`config.mk`:
```
export PLATFORM = sky130hd
export DESIGN_NAME = asp_arc_result
export DESIGN_NICKNAME = d
export VERILOG_FILES = /design/src/sv/asp_pkg.sv /design/src/sv/asp_arc_result.sv
export SDC_FILE = /design/constraint.sdc
export NUM_CORES = 1
export LEC_CHECK = 0
export BUFFER_PORTS_ARGS = -buffer_cell sky130_fd_sc_hd__buf_4
export CAP_MARGIN = 0
export CORE_MARGIN = 2
export CORE_UTILIZATION = 25
export DETAILED_ROUTE_END_ITERATION = 10
export GPL_TIMING_DRIVEN = 0
export PLACE_DENSITY_LB_ADDON = 0.08
export SETUP_SLACK_MARGIN = 0.1
export SYNTH_ARGS = -nofsm -noshare
export SYNTH_HDL_FRONTEND = slang
export SYNTH_SLANG_ARGS = --single-unit
```
`constraint.sdc`:
```
create_clock -name clk -period 4.3 [get_ports clk]
set_input_delay 0.215 -clock clk [delete_from_list [all_inputs] [get_ports clk]]
set_output_delay 0.215 -clock clk [all_outputs]
set_load 0.03 [all_outputs]
```
`src/sv/asp_pkg.sv`:
```
// shared types and constants for the angular sector point test
// no dependencies; imported by every module of the block
`timescale 1ns / 1ps

package asp_pkg;

  localparam int COORD_W     = 15;
  localparam int DIFF_W      = COORD_W + 1;
  localparam int ANGLE_W     = 16;
  localparam int SCALE_SHIFT = 24;
  // scaled vector plus headroom for the cordic gain and the diagonal length
  localparam int XY_W        = DIFF_W + SCALE_SHIFT + 3;
  localparam int Z_W         = 32;
  localparam int ATAN_DEPTH  = 24;
  localparam int ATAN_IDX_W  = 5;

  localparam logic [Z_W-1:0] HALF_TURN = 32'h8000_0000;

  // round(atan(2^-i) / 2pi * 2^32)
  localparam logic [Z_W-1:0] ATAN_TABLE [ATAN_DEPTH] = '{
    32'h20000000, 32'h12E4051E, 32'h09FB385B, 32'h051111D4,
    32'h028B0D43, 32'h0145D7E1, 32'h00A2F61E, 32'h00517C55,
    32'h0028BE53, 32'h00145F2F, 32'h000A2F98, 32'h000517CC,
    32'h00028BE6, 32'h000145F3, 32'h0000A2FA, 32'h0000517D,
    32'h000028BE, 32'h0000145F, 32'h00000A30, 32'h00000518,
    32'h0000028C, 32'h00000146, 32'h000000A3, 32'h00000051
  };

  // payload handed from cell to cell
  typedef struct packed {
    logic                   zero;
    logic signed [XY_W-1:0] x;
    logic signed [XY_W-1:0] y;
    logic [Z_W-1:0]         z;
    logic [ANGLE_W-1:0]     bound_a;
    logic [ANGLE_W-1:0]     bound_b;
    logic [ANGLE_W-1:0]     reference_angle;
  } stage_t;

endpackage

```
`src/sv/asp_arc_result.sv`:
```
// final stage: rounds the cordic angle and tests it against the sector
// depends on asp_pkg
`timescale 1ns / 1ps

module asp_arc_result #(
  parameter int ANGLE_BITS = 16
) (
  input  logic                        clk,
  input  logic                        rst,
  input  logic                        valid_in,
  input  asp_pkg::stage_t             din,
  output logic                        done,
  output logic                        is_between,
  output logic [asp_pkg::ANGLE_W-1:0] point_angle
);
  import asp_pkg::*;

  localparam logic [Z_W-1:0] HALF_LSB = Z_W'(1) << (Z_W - 1 - ANGLE_BITS);

  logic [Z_W-1:0]        z_rnd;
  logic [ANGLE_BITS-1:0] angle_field;
  logic [ANGLE_W-1:0]    angle_scaled;
  logic [ANGLE_W-1:0]    angle;
  logic [ANGLE_W-1:0]    lo;
  logic [ANGLE_W-1:0]    hi;
  logic                  between_next;

  // round to nearest at ANGLE_BITS, wrapping
  assign z_rnd       = din.z + HALF_LSB;
  assign angle_field = z_rnd[Z_W-1 -: ANGLE_BITS];

  generate
    if (ANGLE_BITS >= ANGLE_W) begin : g_narrow
      assign angle_scaled = angle_field[ANGLE_BITS-1 -: ANGLE_W];
    end else begin : g_widen
      assign angle_scaled = {angle_field, {(ANGLE_W - ANGLE_BITS){1'b0}}};
    end
  endgenerate

  assign angle = din.zero ? '0 : angle_scaled;

  always_comb begin
    lo = (din.bound_b < din.bound_a) ? din.bound_b : din.bound_a;
    hi = (din.bound_b < din.bound_a) ? din.bound_a : din.bound_b;
    if (din.reference_angle > lo && din.reference_angle < hi) begin
      between_next = (angle > lo) && (angle < hi);
    end else begin
      between_next = (angle < lo) || (angle > hi);
    end
  end

  always_ff @(posedge clk) begin
    if (rst) begin
      done <= 1'b0;
    end else begin
      done <= valid_in;
    end
  end

  always_ff @(posedge clk) begin
    is_between  <= between_next;
    point_angle <= angle;
  end

endmodule

```
==> results.md, run 1 <==
* Layout cell share with drive strength beyond 1 at between 20% and 30%
* CTS Root Cell: clkbuf_16
* Final Cycle Share at roughly 92%
* #FFs+latches synth at 18
* Worst-Margin Slew at 0.6518 ns
* CP Launch Type: input port
* N_diodes at 0
* DRT iter0 DRCs at 90
* Clock tree buffer depth at 2
* Hold_buf cts at 0
* Post-synth EDFFs at 0
* Drt drc at 0
* I/O Pins at approximately 190
* Synth Area per Inst at 8.235 sq um
* Max Slew Vio Count at 0
* DRT Pass-1 Iters at 4
* Initial core utilization at between 20% and 30%
* DPL Wire Length at 7.926 mm
* Gr ovfl total at 0
* Die ar. at between 10000 and 15000 sq um
* Die Y at between 100 and 150 um
* GRT Total Usage at about 14%
* Unrepaired setup endpoints after global routing: false
* Htree depth at 1
* Min cycle time layout at ~4.0 ns
* Vias in the first global route at 2831
* CP cell instances: buf_4 -> inv_1 -> ha_4 -> nand4_1 -> nor3_2 -> buf_4 -> a221oi_4 -> o211ai_4 -> buf_8 -> clkbuf_4 -> nor2_2 -> a21oi_2 -> ha_1 -> nand4_1 -> or4_4 -> or3_1 -> a21boi_2 -> o22a_1 -> o22ai_1 -> a211oi_1 -> mux2i_1
* Pre-CTS setup slack at -0.7323 ns
* Setup Viol. Count Final at 0
* Pleak at a little under 2 nW
* Post-route ant nets at 0
* Nets at approximately 690
* Mux contribution to synthesized area at under 10%
* Final GP Congestion at 0.8328
* Maximum clock frequency at about 250 MHz
* Die Span X at ~110 um
* Largest net degree at the start of global routing at 11
* IO buf count at 85
* Delay-heaviest family, CP: simple AND/OR/NAND/NOR gates
* Crit path required time at about 4.4 ns
* Fillcell total at roughly 1200
* Post-synthesis sequential area ratio at between 10% and 20%
* Synth Warn # at 0
* DR vias at approximately 2800
* Hold/Removal Path Class: input port to flip-flop
* Synth cell types at 48
* Most frequent cells in the layout: 91 x buf_4, 70 x ha_1, 31 x nor2_1
* Worst-path clk slew at roughly 0.05 ns
* Critical path arrival at 4.10 ns
* FFs w/ async S/R, synth at 0%
* Critical-path top delay cell: or4_4
* Clock Sinks at 18
* # rows at 39
* Initial antenna violation count at 0
* Setup CP Type: input port to flip-flop
* Buf/Inv on CP at 5
* Simple-gate share of the synthesized area at 17.15%
* Pwr Density at between 200 and 250 nW/um^2
* Slack of the critical path at 0.3253 ns
* Area grow syn2layout at 36.92%
* Compound-Gate Fraction of Synth Area at about a fifth
* Via density at roughly 4.8
* Commonest non-fill, non-tap cell in the layout: buf_4
* Main combinational cell family by area after synthesis: adder cells
* Type of element capturing the critical path: flip-flop
* Post-Synthesis Cells at 349
* Worst IR drop on VDD at roughly 0.00013 V
* Final Hold Viols at 0
* Routed len/inst at ~15 um
* Synth Area in XOR/XNOR at about 5.5%
* Mapped Area at roughly 2900 sq um
* Core Region at about 11000 sq um
* Worst Path Max Fanout at 10
* Status: complete, no violations
* Global-route wire length before repair at between 10 and 15 mm
* Number of CTS-inserted buffers at 3
* Worst hold slack at ~0.12 ns
* Synth Net Count at roughly 600
* Final WL at slightly above 9 mm
* Synth Area in Adders at 32.65%
* Most used DFF post-synth: dfxtp_1
* Slew HR at a little under three fifths
* CTS tree: yes
* CP max stage delay at approximately 0.60 ns
* Max Cap Viol at 0
## layout make-up
| cell class | instances | area [sq um] | share of cell area [%] |
|---|---|---|---|
| Buffer | 7 | 67.56 | 1.717 |
| Clock buffer | 4 | 88.84 | 2.258 |
| Inverter | 24 | 90.09 | 2.289 |
| Multi-Input combinational cell | 300 | 2466 | 62.67 |
| Sequential cell | 18 | 360.3 | 9.157 |
| Tap cell | 143 | 178.9 | 4.547 |
| Timing Repair Buffer | 91 | 683.2 | 17.36 |
## synth_stat cells, types with 8 or more instances
library cell	n	area [sq um]
ha_1	71	888.4
nor2_1	36	135.1
a21oi_1	32	160.2
inv_1	23	86.33
a21o_1	19	142.6
mux2i_1	19	190.2
dfxtp_1	18	360.4
nand2_1	15	56.30
nand3_1	13	65.06
nand4_1	11	68.82
xnor2_1	9	78.83
xor2_1	9	78.83
o21ai_0	8	40.04
## per-layer routing
metal	share of wire, %	vias to the layer above	GRT usage [%]	routed length (um)
met2	46	69	24.39	4162
met4	0.24	0	0.9877	22
met3	3.7	2	2.351	336
li1	-	1485	-	-
met1	50	1256	20.24	4528
met5	0	-	0	0
## sequential cells by signal, indices dropped and copies added, names as in the netlist
register	cells
is_between	1
point_angle	16
done	1
## what timing repair did
item	CTS	global route
endpoints found under the hold margin	0	0
pin swaps	1	6
setup endpoints to repair	1	1
gates resized for setup	9	24
buffers inserted	1	5
## logic make-up (layout without fill, tap and decap cells)
group                    after synthesis  after routing
AND/OR/NAND/NOR                       99             99
adder cells (fa/ha/maj)               76             76
buffers and inverters                 31            126
XOR/XNOR                              18             18
AO/OA/AOI/OAI                         84             84
multiplexers                          23             23
flip-flops                            18             18
## path summary, 6_finish.rpt
kind / startpoint / to / slack (ns) / depth (start not counted)
min: rst / done / 0.12 / 2
max: din[47] / is_between / 0.33 / 21
## report_power, final
part	total, W	internal (W)	switching [W]	leakage (nW)
clock	0.000201	0.000141	0.0000595	0.0442
sequential	0.000184	0.000180	0.00000490	0.150
combinational	0.000483	0.000222	0.000261	1.77
total	0.000868	0.000543	0.000325	1.97
## per-stage QoR
| step | std cells | power, W | instance area (sq um) | utilization, % | TNS [ns] |
|---|---|---|---|---|---|
| after CTS | 582 | 0.0008563 | 3810 | 33.65 | 0 |
| after floorplan | 349 | 0.0004725 | 2874 | - | 0 |
| after global placement | 577 | 0.0006398 | 3691 | 32.60 | -0.7465 |
| final | 587 | 0.0008681 | 3935 | 34.76 | 0 |
| after global routing | 587 | 0.0009485 | 3935 | 34.76 | 0 |
| after detailed placement | 577 | 0.0006420 | 3691 | 32.60 | -0.7323 |
(Power assumes the default switching activity.)
==> run 2, diff against run 1 <==
--- a/config.mk
+++ b/config.mk
@@ -7,6 +7,8 @@
 export LEC_CHECK = 0
 export BUFFER_PORTS_ARGS = -buffer_cell sky130_fd_sc_hd__buf_4
 export CAP_MARGIN = 0
+export CELL_PAD_IN_SITES_DETAIL_PLACEMENT = 0
+export CELL_PAD_IN_SITES_GLOBAL_PLACEMENT = 1
 export CORE_MARGIN = 2
 export CORE_UTILIZATION = 25
 export DETAILED_ROUTE_END_ITERATION = 10
==> run 2 against run 1 <==
Worst hold slack got worse by 0.0063 ns; setup slack improved by 0.055 ns; combinational power decreased by 2%.
==> results.md, run 2 (synthesized netlist as in run 1, its figures left out) <==
* Fillcell total at 1236
* Combinational share of power at 54.9%
* DRT Pass-1 Iters at 4
* Die Y at 111.2 um
* Clock tree buffer depth at 2
* Hold/Removal Path Class: input port to flip-flop
* Net Switching at ~0.00033 W
* Crit path required time at 4.43 ns
* Final WL at ~8.9 mm
* CTS tree: yes
* Worst Path Max Fanout at 10
* Nets at around 700
* Core Region at roughly 11000 sq um
* # rows at 39
* Maximum clock frequency at 255.1 MHz
* Routed len/inst at roughly 15 um
* Pre-CTS setup slack at -0.8046 ns
* Internal Pwr Total at 0.0005397 W
* DPL Wire Length at 7.916 mm
* N_diodes at 0
* Area grow syn2layout at 35.13%
* Final Hold Viols at 0
* Min cycle time layout at ~4 ns
* Power Total at 0.0008651 W
* Setup CP Type: input port to flip-flop
* Initial core utilization at roughly a quarter
* Number of flip-flops in the largest register at 16
* Biggest register: point_angle
* Final Cycle Share at 91.16%
* Global-route wire length before repair at 14.79 mm
* Die Span X at roughly 110 um
* Placed Area at 3691 sq um
* Unrepaired setup endpoints after global routing: false
* Via density at between 4 and 5
* Max Slew Vio Count at 0
* Hold path cells at 2
* Status: complete, no violations
* Biggest regs: point_angle: 16 flops, done: 1 flops, is_between: 1 flops
* DR vias at 2796
* IO buf count at 85
* Slack of the critical path at roughly 0.38 ns
* Initial antenna violation count at 0
* CTS Root Cell: clkbuf_16
* Commonest non-fill, non-tap cell in the layout: buf_4
* Setup Viol. Count Final at 0
* Layout cell share with drive strength beyond 1 at 25.62%
* Gr ovfl total at 0
* Pwr Density at roughly 220 nW/um^2
* Post-route ant nets at 0
* Register Area at between 300 and 400 sq um
* CP Launch Type: input port
* Worst-path clk slew at ~0.05 ns
* Multi-input combinational cell area at ~2400 sq um
* Largest net degree at the start of global routing at 11
* Worst-Margin Slew at 0.6355 ns
* Switch share at a little under two fifths
* Critical path arrival at 4.05 ns
* Worst IR drop on VDD at 0.0001477 V
* GRT Total Usage at roughly 15%
* Worst hold slack at 0.1160 ns
* HP Start: rst
* Max Cap Viol at 0
* Clock Sinks at 18
* Clk network pwr share at between 20% and 30%
* Hold_buf cts at 0
* Drt drc at 0
* Die ar. at 12370 sq um
* Number of CTS-inserted buffers at 3
* Final GP Congestion at 0.7721
* I/O Pins at 188
* Sequential power share at a little over a fifth
* DRT iter0 DRCs at 74
* Final Instance Area at about 3900 sq um
* WHS Endpoint: done
* Htree depth at 1
* Most frequent cells in the layout: 88 x buf_4, 71 x ha_1, 36 x nor2_1
* Vias in the first global route at between 2000 and 3000
* Type of element capturing the critical path: flip-flop
* Slew HR at a little under three fifths
* Pleak at between 1.5 and 2 nW
* Core Util, Final at between 30% and 40%
run 2: changes by cell type in the layout (fill, tap and decap cells not counted), sizes merged:
cell	change
buf	-3
run 2: power by group through the flow:
stage	sequential [W]	clock, W	combinational (W)
floorplan	0.000211	0	0.000261
global placement	0.000188	0	0.000454
detailed placement	0.000187	0	0.000455
CTS	0.000184	0.000211	0.000467
global route	0.000185	0.000220	0.000542
finish	0.000184	0.000206	0.000475
run 2: metrics by stage:
step / instances / TNS [ns]
floorplan: 349 / 0
global placement: 577 / -0.8352
detailed placement: 577 / -0.8046
CTS: 582 / 0
global route: 584 / 0
finish: 584 / 0
run 2: cell type report:
class,count,share of cell area [%]
Multi-Input combinational cell,300,62.50
Timing Repair Buffer,88,17.01
Clock buffer,4,2.287
Sequential cell,18,9.278
Buffer,7,1.997
Inverter,24,2.320
Tap cell,143,4.607
run 2: worst max-delay path by stage:
stage | start | endpoint | slack (ns) | depth (start not counted)
after global routing | din[46] | is_between | 0.08 | 20
after detailed placement | din[46] | is_between | -0.80 | 20
final | din[46] | is_between | 0.38 | 20
after global placement | din[46] | is_between | -0.84 | 20
after floorplan | din[46] | is_between | 0.15 | 19
after CTS | din[46] | is_between | 0.16 | 20
run 2: critical path: stages:
cell and delay [ns]:
buf_4 0.09, inv_1 0.04, ha_1 0.31, nand4_1 0.15, nor3_2 0.21, nand2_1 0.13, o211ai_4 0.24, buf_8 0.15
buf_12 0.14, buf_12 0.14, a21oi_1 0.09, ha_1 0.30, nand4_1 0.19, or4_4 0.60, or3_1 0.34, a21oi_2 0.17
o22a_1 0.13, o22ai_1 0.07, a211oi_1 0.22, mux2i_1 0.11
run 2: repair_timing:
| item | CTS | global route |
|---|---|---|
| gates resized for setup | 12 | 14 |
| pin swaps | 2 | 8 |
| buffers inserted | 1 | 2 |
| endpoints found under the hold margin | 0 | 0 |
| endpoints found under the setup margin | 1 | 1 |
run 2: routing by layer:
layer	GRT usage, %	share of wire, %	up-vias
met5	0	0	-
met4	1.481	0.38	0
met3	2.734	4.2	2
met2	25.65	47	55
met1	19.81	48	1257
li1	-	-	1482
==> run 3, diff against run 2 <==
--- a/config.mk
+++ b/config.mk
@@ -9,7 +9,7 @@
 export CAP_MARGIN = 0
 export CELL_PAD_IN_SITES_DETAIL_PLACEMENT = 0
 export CELL_PAD_IN_SITES_GLOBAL_PLACEMENT = 1
-export CORE_MARGIN = 2
+export CORE_MARGIN = 10
 export CORE_UTILIZATION = 25
 export DETAILED_ROUTE_END_ITERATION = 10
 export GPL_TIMING_DRIVEN = 0
==> constraint.sdc (replaced) <==
create_clock -name clk -period 3.85 [get_ports clk]
set_input_delay 0.1925 -clock clk [delete_from_list [all_inputs] [get_ports clk]]
set_output_delay 0.1925 -clock clk [all_outputs]
set_load 0.03 [all_outputs]
==> run 3 against run 2 <==
Combinational power grew 41%; highest routed layer unchanged; critical path depth shrank 1; largest power group unchanged; global-route usage shrank 2.5 points; design area grew 18%; count of clock-buffer cells in the layout shrank 1; power grew 25%; sequential power grew 11%; wire length grew 16%; critical path type unchanged.
==> results.md, run 3 (synthesized netlist as in run 1, its figures left out) <==
* Gr ovfl total at 0
* Worst path most repeated cell: a21oi_4
* Final GP Congestion at ~0.79
* Largest net degree at the start of global routing at 11
* CTS Root Cell: clkbuf_16
* Fin cells at 600
* Status: complete, no violations
* Placed Cells incl. Taps at between 500 and 600
* Worst Path Max Fanout at 5
* Most frequent cells in the layout: 91 x buf_4, 56 x ha_1, 29 x nor2_1
* Die Span X at between 100 and 150 um
* Commonest non-fill, non-tap cell in the layout: buf_4
* Final Cycle Share at approximately 96%
* Clock Sinks at 18
* Delay-heaviest family, CP: simple AND/OR/NAND/NOR gates
* Setup Viol. Count Final at 0
* HP Start: rst
* Number of CTS-inserted buffers at 3
* Final Hold Viols at 0
* Worst-Margin Slew at just under 0.7 ns
* Clock tree buffer depth at 2
* Drt drc at 0
* CP Launch Type: input port
* Max Cap Viol at 0
* Unrepaired setup endpoints after global routing: true
* Type of element capturing the critical path: flip-flop
* Buf/Inv on CP at 4
* Crit path required time at 3.97 ns
* Setup CP Type: input port to flip-flop
* IO buf count at 85
* Critical path arrival at about 3.8 ns
* Fillcell total at 1166
* Final WL at 10.39 mm
* I/O Pins at 188
* Core Util, Final at roughly 40%
* GRT Total Usage at around 12%
* Biggest register: point_angle
* Number of flip-flops in the largest register at 16
* DPL Wire Length at between 8 and 9 mm
* Via density at about 4.8
* Area grow syn2layout at 58.95%
* Max Slew Vio Count at 0
* Worst IR drop on VDD at between 0.00015 and 0.0002 V
* Biggest regs: point_angle: 16 flops, done: 1 flops, is_between: 1 flops
* Setup TNS at 0 ns
* Pwr Density at between 200 and 250 nW/um^2
* Core Region at 11320 sq um
* CTS tree: yes
* Maximum clock frequency at approximately 270 MHz
* Initial antenna violation count at 0
* Layout cell share with drive strength beyond 1 at approximately two fifths
* Initial core utilization at between 20% and 30%
* Slew HR at between 50% and 60%
* Worst hold slack at approximately 0.090 ns
* Die Y at 127.2 um
* # rows at 39
* Pleak at around 2.1 nW
* Global-route wire length before repair at around 16 mm
* WHS Endpoint: done
* Vias in the first global route at 3151
* DRT iter0 DRCs at 112
* Die ar. at between 15000 and 20000 sq um
* Worst-path clk slew at around 0.050 ns
* DRT Pass-1 Iters at 5
* N_diodes at 0
* Nets at 700
* Critical-path top delay cell: or4_4
* Htree depth at 1
* Routed len/inst at between 15 and 20 um
* Min cycle time layout at between 3 and 4 ns
* Post-route ant nets at 0
* Hold/Removal Path Class: input port to flip-flop
* CP cell instances: buf_4 -> ha_1 -> nand2_2 -> nor3_4 -> a221oi_2 -> o211ai_4 -> buf_6 -> buf_12 -> clkbuf_16 -> a21oi_4 -> ha_4 -> nand4_1 -> or4_4 -> or3_4 -> a21oi_4 -> o22a_1 -> o22ai_2 -> a211oi_2 -> mux2i_1
* CP max stage delay at roughly 0.58 ns
* Hold path cells at 2
* DR vias at between 2000 and 3000
-- run 3: cell count changes in the layout (fill, tap and decap cells not counted), moves of 6 or more --
cell     delta
inv_1      -11
nor2_1      -7
a21oi_4     +6
inv_4       +6
a21oi_1     -8
ha_4       +15
ha_1       -15
buf_6       +8
-- run 3: where the power goes --
group / internal, W / switching (W) / total, W
Clock: 0.000137 / 0.0000716 / 0.000208
Combinational: 0.000328 / 0.000341 / 0.000669
Sequential: 0.000200 / 0.00000370 / 0.000204
-- run 3: worst max path at each step --
| stage | slack, ns | start | end | cells after the start |
|---|---|---|---|---|
| after floorplan | 0.10 | din[47] | is_between | 19 |
| after CTS | -0.02 | din[46] | is_between | 20 |
| after global routing | -0.08 | din[47] | is_between | 20 |
| after detailed placement | -0.91 | din[47] | is_between | 20 |
| after global placement | -0.87 | din[47] | is_between | 20 |
| final | 0.16 | din[24] | is_between | 19 |
-- run 3: timing repair --
| item | CTS | global route |
|---|---|---|
| setup buffers | 16 | 2 |
| gates resized for setup | 88 | 27 |
| endpoints found under the setup margin | 1 | 1 |
| gates cloned | 2 | 0 |
| pin swaps | 27 | 22 |
| hold buffers | 0 | 0 |
-- run 3: layout make-up --
type	instances	area (sq um)	area share (%)
timing repair buffer	105	888.4	19.45
tap	143	178.9	3.917
buffer	7	113.9	2.492
sequential	18	360.3	7.888
clock buffer	3	75.07	1.643
multi-input combinational	300	2846	62.31
inverter	24	105.1	2.301
-- run 3: through the flow --
step	power (W)	cell area, sq um	setup WS, ns
floorplan	0.0005349	2900	0.1003
global placement	0.0007252	3717	-0.8686
detailed placement	0.0007269	3717	-0.9063
CTS	0.001056	4388	-0.02239
global route	0.001178	4568	-0.07754
finish	0.001081	4568	0.1575
-- run 3: metal layers --
layer / GRT usage (%) / wire, um
met5: 0 / 0
met4: 1.808 / 71
met3: 2.026 / 360
met2: 22.24 / 5314
met1: 15.12 / 4639
